## config.mk

```make
export PLATFORM = sky130hd
export DESIGN_NAME = mhjs_ctrl
export DESIGN_NICKNAME = d
export VERILOG_FILES = /design/src/design/mhjs_pkg.sv /design/src/design/mhjs_ctrl.sv
export SDC_FILE = /design/constraint.sdc
export NUM_CORES = 1
export LEC_CHECK = 0
export ABC_AREA = 1
export BUFFER_PORTS_ARGS = -buffer_cell sky130_fd_sc_hd__buf_2
export CORE_AREA = 4 4 41 43
export CTS_BUF_LIST = sky130_fd_sc_hd__clkbuf_4 sky130_fd_sc_hd__clkbuf_8
export DETAILED_ROUTE_END_ITERATION = 10
export DIE_AREA = 0 0 45 47
export PLACE_DENSITY_LB_ADDON = 0.08
export RECOVER_POWER = 100
export SLEW_MARGIN = 20
export SYNTH_ARGS = -nofsm -noshare
export SYNTH_HDL_FRONTEND = slang
export SYNTH_SLANG_ARGS = --single-unit
```

## constraint.sdc

```tcl
create_clock -name clk -period 1.75 [get_ports clk]
set_input_delay 0.2625 -clock clk [delete_from_list [all_inputs] [get_ports clk]]
set_output_delay 0.2625 -clock clk [all_outputs]
set_load 0.01 [all_outputs]
```

## src/design/mhjs_pkg.sv

```systemverilog
// Shared types, constants and the heap ordering function for the job scheduler.
`timescale 1ns / 1ps

package mhjs_pkg;

  localparam int TIME_W          = 48;
  localparam int ID_W            = 6;
  localparam int DUR_W           = 32;
  localparam int CNT_W           = 7;
  localparam int MAX_WORKERS_DEF = 64;
  localparam logic [CNT_W-1:0] COUNT_RESET = 7'd64;

  // One heap slot: finish time and the worker that owns it
  typedef struct packed {
    logic [TIME_W-1:0] ftime;
    logic [ID_W-1:0]   wid;
  } entry_t;

  // Commands from the controller to the datapath
  typedef struct packed {
    logic cfg_load;  // take a new worker count
    logic clr_rst;   // restart the clearing pass
    logic clr_step;  // write one cleared slot
    logic in_take;   // capture duration, read the root
    logic root_go;   // emit result, start the sift-down
    logic cap_left;  // capture left child, read right child
    logic decide;    // compare, write one slot, read the next left child
    logic last_wr;   // park the sinking entry at its slot
  } cmd_t;

  // Status from the datapath to the controller
  typedef struct packed {
    logic clr_last;   // clearing pass at its last slot
    logic out_free;   // output register can take a result
    logic has_left0;  // root has a child
    logic swap;       // best child orders before the sinking entry
    logic next_left;  // the slot moved into has a child
  } stat_t;

  // True when a orders before b: earlier time, then lower worker id
  function automatic logic earlier(entry_t a, entry_t b);
    earlier = (a.ftime < b.ftime) || ((a.ftime == b.ftime) && (a.wid < b.wid));
  endfunction

endpackage

```

## src/design/mhjs_ctrl.sv

```systemverilog
// Controller state machine: clearing pass, job intake, sift-down sequencing.
`timescale 1ns / 1ps

module mhjs_ctrl (
  input  logic            clk,
  input  logic            rst,
  input  logic            in_valid,
  output logic            in_ready,
  input  logic            cfg_valid,
  input  mhjs_pkg::stat_t stat,
  output mhjs_pkg::cmd_t  cmd
);

  typedef enum logic [2:0] {
    CLEAR,
    IDLE,
    ROOT_WAIT,
    LEVEL_R,
    DECIDE,
    LAST_WR
  } state_t;

  state_t state;
  state_t state_next;

  assign in_ready = (state == IDLE) && !cfg_valid;

  // Next state and commands
  always_comb begin
    cmd        = '0;
    state_next = state;
    if (cfg_valid) begin
      // a register write restarts the clearing pass
      cmd.cfg_load = 1'b1;
      cmd.clr_rst  = 1'b1;
      state_next   = CLEAR;
    end else begin
      case (state)
        CLEAR: begin
          cmd.clr_step = 1'b1;
          if (stat.clr_last) begin
            state_next = IDLE;
          end
        end
        IDLE: begin
          if (in_valid) begin
            cmd.in_take = 1'b1;
            state_next  = ROOT_WAIT;
          end
        end
        ROOT_WAIT: begin
          if (stat.out_free) begin
            cmd.root_go = 1'b1;
            state_next  = stat.has_left0 ? LEVEL_R : LAST_WR;
          end
        end
        LEVEL_R: begin
          cmd.cap_left = 1'b1;
          state_next   = DECIDE;
        end
        DECIDE: begin
          cmd.decide = 1'b1;
          if (!stat.swap) begin
            state_next = IDLE;
          end else if (stat.next_left) begin
            state_next = LEVEL_R;
          end else begin
            state_next = LAST_WR;
          end
        end
        LAST_WR: begin
          cmd.last_wr = 1'b1;
          state_next  = IDLE;
        end
        default: begin
          state_next = CLEAR;
        end
      endcase
    end
  end

  // State register
  always_ff @(posedge clk) begin
    if (rst) begin
      state <= CLEAR;
    end else begin
      state <= state_next;
    end
  end

endmodule

```

==> results by group, run 1 <==
STA
  – Fin. max-slew vios: 0
  – Final worst-path cycle share: just under 90%
  – Final setup violation count: 0
  – Max Clock Skew: 0.001216 ns
  – Fmax: 654.7 MHz
  – TNS Setup: 0 ns
  – Worst slew margin: a little under three quarters
  – RSZ-0062 raised after global routing: no
  – Fin. Hold Viols: 0
  – Worst-Margin Slew: roughly 0.43 ns
  – Min cycle time layout: ~1.5 ns

Floorplanning
  – Chip width: 45 µm
  – Core area: ~1300 µm²
  – Die Y: ~47 µm
  – Cell Rows: 13
  – Starting Density: 24.71%
  – Top Ports: 18
  – Die area: 2115 µm²

Drt
  – DRC Markers: 0
  – Number of nets with antenna violations after routing: 0
  – WL final: roughly 810 µm
  – WL/cell: 9.360 µm
  – Via count: ~370
  – Routed vias/inst: around 4.2
  – Iteration-0 DRC count of the detailed router: 7
  – Initial DRT Pass Iterations: 3

Setup path
  – Critical path peak fanout: 8
  – Slowest CP cell: dfxtp_1
  – Worst EP required: 1.49 ns
  – Worst-path cell chain: inv_1 -> nor4_1 -> clkbuf_1
  – CP Launch Type: flop
  – Worst Path Buf+Inv: 2
  – Worst Setup Path Type: flop to primary output
  – CP top delay family: flip-flops
  – CP Data Arrival Time: roughly 1.3 ns
  – CP endpoint kind: primary output
  – CP max stage delay: approximately 0.50 ns
  – Reg2reg setup slack: about 0.57 ns

Power
  – Reg power frac: about 29%
  – Gate power share: a little under a fifth
  – Clock Power Share: around 53%
  – Psw: between 60 and 70 µW
  – Pint: between 150 and 200 µW
  – Tot Pwr: ~260 µW
  – Switching Fraction: around a quarter
  – P_leak: 0.1938 nW
  – VDD IR max: between 0.3 and 0.4 mV
  – Power Density: between 600 and 700 nW/µm²

Finish
  – Fin util: 30.96%
  – Max reg flops: 3
  – Share of cells above drive strength 1: approximately a quarter
  – N_diodes: 0
  – Top reg by flops: state
  – Fin nets: slightly above 80
  – Design area: 402.9 µm²
  – Layout area overhead: 25.29%
  – Largest registers: state: 3 flops

Synthesis
  – Synthesized area: roughly 320 µm²
  – Cells after Synth: 55
  – Synth warnings: 0
  – Post-Syn Nets: 64
  – Library cells used by synthesis: 15
  – Synth top area cells: dfxtp_1, inv_1, nand3_1, nand2_1, nor2_1
  – Synth Register Bits: 3
  – Biggest area consumer among synthesized cells: dfxtp_1
  – Seq/Total Area, Yosys: 18.68%
  – Top-area cell type share of the netlist area: a little under a fifth
  – Syn avg cell area: between 5 and 6 µm²

GRT
  – Congestion Overflow GR: 0
  – Largest net degree at the start of global routing: 11
  – First-pass GRT wire length: about 1.3 mm
  – Vias in the first global route: ~310
  – Initial antenna violation count: 0
  – GRT Util Overall: 8.445%

Placement
  – Placed inst area: a little under 400 µm²
  – Port Buffer Count: 17
  – Final GP Congestion: around 0.7
  – DP Wirelength: roughly 650 µm

Clock tree
  – Worst skew pair latency: 0.23 ns
  – Root buffer cell: clkbuf_4
  – CTS tree: done
  – CTS buffer count: 3
  – CTS clock-pin slew for the worst setup and hold paths: 0.04 ns
  – Clk sinks: 3
  – CTS Buffer Depth: 2
  – PostCTS Resize Cnt: 0
  – # hold bufs at CTS: 0
  – Post-CTS Repair Setup Buffers: 0
  – Deepest level of the CTS H-tree: 1

Worst hold path
  – Worst min path class: input pin to flop

Run
  – Max-cap viol count: 0

Outcome
  – Status: finished clean
==> path summary, 6_finish.rpt <==
check | cells after the start | from | endpoint
worst max register to register | 7 | state[2] | state[0]
worst min register to register | 4 | state[2] | state[2]
worst max-delay path | 3 | state[2] | cmd[1]
worst min-delay path | 4 | rst | state[2]
==> layout by cell type (no fill, tap or decap), drive strengths merged <==
| cell type | count |
|---|---|
| nand3 | 7 |
| nand2 | 8 |
| a21oi | 2 |
| nor2 | 11 |
| nor3 | 3 |
| nor4 | 3 |
| o22ai | 1 |
| dfxtp | 3 |
| buf | 8 |
| clkbuf | 13 |
| inv | 12 |
==> power by group through the flow <==
stage	combinational (mW)	sequential, mW	clock (mW)
after floorplan	0.0375	0.0727	0
after global placement	0.0496	0.0757	0
after detailed placement	0.0488	0.0754	0
after CTS	0.0491	0.0744	0.139
after global routing	0.0544	0.0749	0.147
final	0.0470	0.0742	0.136
==> stage by stage <==
| step | hold slack (ns) | setup slack (ns) | cells |
|---|---|---|---|
| 2_1_floorplan | 0.4304 | 0.5991 | 55 |
| 3_3_place_gp | 0.5428 | 0.4568 | 82 |
| 3_5_place_dp | 0.5331 | 0.4686 | 82 |
| 4_1_cts | 0.2901 | 0.2258 | 86 |
| 5_1_grt | 0.3278 | 0.06637 | 86 |
| 6_report | 0.2965 | 0.2226 | 86 |
==> synthesized netlist by cell type <==
cell	count
buf_6	2
nor2_1	8
nor2_4	1
nand2_1	8
nand3_1	7
nor4_1	3
clkbuf_1	1
buf_4	2
dfxtp_1	3
a21oi_1	2
o22ai_2	1
inv_1	11
inv_2	1
nor3_1	3
nor2_2	2
==> area by class of cell <==
cell class | instances | area [µm²]
clock buffer | 4 | 30.03
fill | 170 | 898.4
inverter | 12 | 45.04
multi-input combinational | 35 | 175.2
sequential | 3 | 60.06
tap | 15 | 18.77
timing repair buffer | 17 | 73.82
==> logic make-up (layout without fill, tap and decap cells) <==
kind of cell | Yosys count | after routing | synth area share, %
AOI/OAI and AO/OA | 3 | 3 | 7.003
and+or+nand+nor | 32 | 32 | 47.47
buffers and inverters | 17 | 33 | 26.84
DFF | 3 | 3 | 18.68
==> worst min-delay path: stages <==
cell    delay [ns]
buf_2         0.07
nor2_1        0.04
inv_1         0.06
nor2_1        0.04
==> routing by layer <==
metal / vias to the layer above / GRT usage [%] / part of all wire [%]
met5: - / 0 / 0
met4: 0 / 3.509 / 0
met3: 0 / 3.448 / 8.0
met2: 15 / 12.99 / 43
met1: 145 / 10.43 / 49
li1: 205 / - / -
Power figures use the tool's default switching activity.
==> inputs of run 2 (changes only) <==
Settings changed: REMOVE_ABC_BUFFERS set to 1.
==> run 2 against run 1 <==
  * Fmax shrank 2.8%
  * Critical path depth is the same
  * Count of clock-buffer cells in the layout is the same
  * Register-to-register slack lost 0.02 ns
  * Combinational power shrank 0.9%
  * Critical path type unchanged
  * Largest power group unchanged
==> results by group, run 2 (synthesis results as in run 1) <==
GRT
  – Layer with the highest usage: met2
  – GR Util met1: approximately 8.8%
  – Initial antenna violation count: 0
  – M3 GR Usage: around 1.5%
  – GRT Util Overall: 8.051%
  – Congestion Overflow GR: 0
  – First-pass GRT wire length: between 1 and 1.5 mm
  – M2 GR Usage: 14.12%
  – Vias in the first global route: around 340
  – Largest net degree at the start of global routing: 11

Drt
  – DRC Markers: 0
  – WL final: about 800 µm
  – Via count: 378
  – Routed vias/inst: approximately 4.4
  – WL/cell: between 9 and 10 µm
  – Initial DRT Pass Iterations: 4
  – Iteration-0 DRC count of the detailed router: 3
  – Number of nets with antenna violations after routing: 0

Power
  – Gate power share: approximately 18%
  – VDD IR max: between 0.2 and 0.25 mV
  – Psw: around 68 µW
  – Reg power frac: 28.8%
  – Clock Power Share: roughly 53%
  – Switching Fraction: 26.42%
  – P_leak: a little under 0.2 nW
  – Power Density: about 640 nW/µm²
  – Pint: around 190 µW
  – Tot Pwr: around 260 µW

Finish
  – N_diodes: 0
  – Share of cells above drive strength 1: between 20% and 30%
  – Max reg flops: 3
  – Layout area overhead: 25.68%
  – Largest registers: state: 3 flops
  – Fin nets: 81
  – Most common cell after layout, fill and taps aside: inv_1
  – Commonest non-fill, non-tap cells in the layout: inv_1, buf_2, nor2_1, nand2_1, clkbuf_1
  – Top reg by flops: state
  – Design area: between 400 and 500 µm²

Clock tree
  – Worst skew pair latency: roughly 0.23 ns
  – Root buffer cell: clkbuf_4
  – Clk sinks: 3
  – CTS Buffer Depth: 2
  – PostCTS Resize Cnt: 0
  – Post-CTS Repair Setup Buffers: 0
  – CTS clock-pin slew for the worst setup and hold paths: approximately 0.04 ns
  – # hold bufs at CTS: 0
  – CTS buffer count: 3
  – Deepest level of the CTS H-tree: 1
  – CTS tree: done

Placement
  – Placed inst area: between 300 and 400 µm²
  – DP Wirelength: slightly below 700 µm
  – Port Buffer Count: 17
  – Final GP Congestion: approximately 0.71

Run
  – Max-cap viol count: 0

Floorplanning
  – Core area: 1301 µm²
  – Starting Density: between 20 and 25%
  – Chip width: around 45 µm
  – Die area: 2115 µm²
  – Die Y: 47 µm
  – Cell Rows: 13
  – Top Ports: 18

Setup path
  – Critical path peak fanout: 8
  – Worst-path cell chain: inv_1 -> nor4_1 -> buf_2
  – CP Launch Type: flop
  – Worst Setup Path Type: flop to primary output
  – Worst Reg2Reg Path Length in Cells: 7
  – Slowest CP cell: dfxtp_1
  – CP endpoint kind: primary output
  – CP Data Arrival Time: 1.31 ns
  – Worst EP required: between 1 and 1.5 ns
  – CP max stage delay: ~0.50 ns

STA
  – Fin. Hold Viols: 0
  – Final setup violation count: 0
  – Worst slew margin: approximately 74%
  – TNS Setup: 0 ns
  – Fmax: between 600 and 700 MHz
  – Worst-Margin Slew: 0.3857 ns
  – Max Clock Skew: ~0.0027 ns
  – RSZ-0062 raised after global routing: no
  – Min cycle time layout: ~1.6 ns
  – Fin. max-slew vios: 0
  – Final worst-path cycle share: about nine tenths

Outcome
  – Status: finished clean

Worst hold path
  – Worst min path class: input pin to flop
  – Hold path cells: 4
==> run 2: cell types whose count changed in the layout (fill, tap and decap cells not counted) <==
cell      change
buf_2         +1
clkbuf_1      -1
==> run 2: final cells by class <==
cell class                 count  area [µm²]
inverter                      12       45.04
tap                           15       18.77
timing repair buffer          17       75.07
clock buffer                   4       30.03
fill                         159       897.1
sequential                     3       60.06
multi-input combinational     35       175.2
==> run 2: metrics by stage <==
step                worst slack [ns]  hold slack [ns]  std cells  util (%)
finish                        0.1784           0.2940         86     31.06
global route                 0.07522           0.3146         86     31.06
CTS                           0.1759           0.2913         86     31.83
detailed placement            0.4178           0.5318         82     29.52
global placement              0.4109           0.5279         82     29.52
floorplan                     0.5250           0.4304         50         -
==> run 2: power by group through the flow <==
stage	sequential [mW]	clock (mW)	combinational, mW
3_3_place_gp	0.0754	0	0.0497
2_1_floorplan	0.0745	0	0.0258
6_report	0.0741	0.137	0.0466
5_1_grt	0.0746	0.149	0.0532
4_1_cts	0.0742	0.141	0.0487
3_5_place_dp	0.0753	0	0.0486
==> run 2: critical path, delay by kind of cell, from the launching register on <==
| kind | cells | cell delay (ns) |
|---|---|---|
| buffers and inverters | 2 | 0.32 |
| and+or+nand+nor | 1 | 0.26 |
| DFF | 1 | 0.50 |
==> run 2: layer usage <==
| layer | vias to the layer above | routed length (µm) |
|---|---|---|
| met3 | 0 | 28 |
| met1 | 170 | 349 |
| met2 | 8 | 421 |
| met5 | - | 0 |
| li1 | 200 | - |
| met4 | 0 | 0 |
==> run 2: worst paths after layout <==
path                 start       end  slack, ns
setup / recovery  state[2]    cmd[1]       0.18
hold / removal         rst  state[0]       0.29
setup reg to reg  state[2]  state[0]       0.55
hold reg to reg   state[2]  state[2]       0.72
==> inputs of run 3 (changes only) <==
Settings changed: ABC_AREA 1 to unset.
==> run 3 against run 2 <==
  * Via count fell by 8.2%
  * Setup slack got worse by 0.075 ns
  * Synthesized cell count fell by 27%
  * Utilization fell by 1.7 points
  * Worst hold slack got worse by 0.0039 ns
  * Fmax fell by 4.5%
  * Sequential power rose by 2%
  * Clock skew rose by 0.0013 ns
  * Die area did not move
  * Critical path type unchanged
==> results by group, run 3 <==
Outcome
  – Status: finished clean

Synthesis
  – Ys flop type: dfxtp_1
  – Biggest area consumer among synthesized cells: dfxtp_1
  – Cells after Synth: 40
  – Asr flop ratio synth: 0%
  – Syn avg cell area: slightly below 8 µm²
  – Library cells used by synthesis: 23
  – Top-area cell type share of the netlist area: 19.51%
  – Synthesized area: ~310 µm²
  – Cell with the most instances after synthesis: nor2_1
  – Seq/Total Area, Yosys: between 15 and 20%
  – Synth top area cells: dfxtp_1, buf_4, buf_6, nand2b_1, nor2_1
  – Post-synth EDFFs: 0
  – Synth warnings: 0
  – Synth Register Bits: 3

STA
  – Min cycle time layout: ~1.6 ns
  – Final setup violation count: 0
  – Fin. max-slew vios: 0
  – Fin. Hold Viols: 0
  – Max Clock Skew: ~0.0040 ns
  – Fmax: 607.4 MHz
  – RSZ-0062 raised after global routing: no
  – Worst-Margin Slew: 0.4359 ns
  – Worst slew margin: ~71%
  – Final worst-path cycle share: between 90% and 100%
  – TNS Setup: 0 ns

Drt
  – Number of nets with antenna violations after routing: 0
  – Initial DRT Pass Iterations: 4
  – Routed vias/inst: a little under 5
  – Via count: 347
  – DRC Markers: 0
  – WL final: roughly 890 µm
  – Iteration-0 DRC count of the detailed router: 8
  – WL/cell: about 13 µm

Placement
  – DP Wirelength: about 680 µm
  – Port Buffer Count: 17
  – Dpl cells: 67
  – Placed inst area: around 370 µm²
  – Final GP Congestion: 0.6677

Finish
  – Design area: ~380 µm²
  – Max reg flops: 3
  – N_diodes: 0
  – Largest registers: state: 3 flops
  – Layout area overhead: 23.98%
  – Top reg by flops: state
  – Most common cell after layout, fill and taps aside: buf_2
  – Layout Cells excl Fill: 71
  – Commonest non-fill, non-tap cells in the layout: buf_2, clkbuf_1, nor2_1, clkbuf_4
  – Share of cells above drive strength 1: a little over a quarter
  – Fin nets: 66

Clock tree
  – Root buffer cell: clkbuf_4
  – CTS buffer count: 3
  – CTS tree: done
  – Deepest level of the CTS H-tree: 1
  – CTS clock-pin slew for the worst setup and hold paths: ~0.040 ns
  – Clk sinks: 3
  – CTS Buffer Depth: 2
  – Worst skew pair latency: about 0.24 ns

Floorplanning
  – Cell Rows: 13
  – Die area: between 2000 and 2500 µm²
  – Top Ports: 18
  – Core area: between 1000 and 1500 µm²
  – Starting Density: roughly a quarter
  – Chip width: roughly 45 µm
  – Die Y: 47 µm

Setup path
  – CP endpoint kind: primary output
  – Worst Setup Path Type: flop to primary output
  – CP Launch Type: flop
  – Critical path peak fanout: 10
  – Worst EP required: around 1.5 ns
  – CP Data Arrival Time: ~1.4 ns

GRT
  – Initial antenna violation count: 0
  – Congestion Overflow GR: 0
  – Largest net degree at the start of global routing: 14
  – First-pass GRT wire length: about 1.3 mm
  – GRT Util Overall: under 10%
  – Vias in the first global route: 317

Power
  – Power Density: between 600 and 700 nW/µm²
  – VDD IR max: 0.2302 mV
  – P_leak: ~0.14 nW

Worst hold path
  – Worst min path class: input pin to flop

Run
  – Max-cap viol count: 0
## run 3: cell types whose count changed after synthesis, moves of 3 or more
cell	before	now
nor2_1	8	5
nand2b_1	0	3
nand3_1	7	0
inv_1	11	1
nand2_1	8	0
nor2b_1	0	3
## run 3: timing repair
| item | CTS | global route |
|---|---|---|
| hold buffers | 0 | 0 |
| endpoints found under the setup margin | 0 | 1 |
| setup buffers | 0 | 0 |
| gates resized for setup | 0 | 1 |
## run 3: logic make-up after synthesis
| kind of cell | synth area share (%) |
|---|---|
| AO/OA/AOI/OAI | 20.33 |
| buffers and inverters | 15.85 |
| flip-flops | 19.51 |
| multiplexers | 3.252 |
| AND/OR/NAND/NOR | 41.06 |
## run 3: stage by stage
step / hold slack (ns) / setup WS, ns / util, % / total power [mW]
global route: 0.3197 / 0.04133 / 29.33 / 0.2642
floorplan: 0.4320 / 0.3807 / - / 0.09393
finish: 0.2901 / 0.1037 / 29.33 / 0.2535
global placement: 0.5540 / 0.2033 / 28.17 / 0.1176
CTS: 0.3022 / 0.008364 / 30.48 / 0.2573
detailed placement: 0.5468 / 0.2563 / 28.17 / 0.1168
## run 3: report_power, final
group,internal (mW),switching [mW],total (mW)
sequential,0.0704,0.00528,0.0756
clock,0.101,0.0387,0.140
combinational,0.0182,0.0199,0.0381
## run 3: metal layers
layer / track usage [%] / vias to the layer above / wire (µm)
li1: - / 178 / -
met1: 10.88 / 160 / 402
met2: 14.12 / 7 / 431
met3: 2.682 / 2 / 43
met4: 3.509 / 0 / 10
met5: 0 / - / 0
## run 3: critical path: stages, from the launching register on
cell,delay (ns)
dfxtp_1,0.40
nand2b_1,0.24
nor4b_1,0.32
clkbuf_1,0.19
## run 3: final timing paths
check,start,endpoint,slack (ns),cells past startpoint
setup reg to reg,state[2],state[2],0.39,4
setup / recovery,state[2],cmd[3],0.10,3
hold reg to reg,state[1],state[2],0.61,1
hold / removal,rst,state[1],0.29,3
## run 3: cell type report
type / instances / area (µm²)
Clock buffer: 4 / 30.03
Fill cell: 167 / 919.6
Inverter: 1 / 3.754
Multi-Input combinational cell: 31 / 192.7
Sequential cell: 3 / 61.31
Tap cell: 15 / 18.77
Timing Repair Buffer: 17 / 75.07
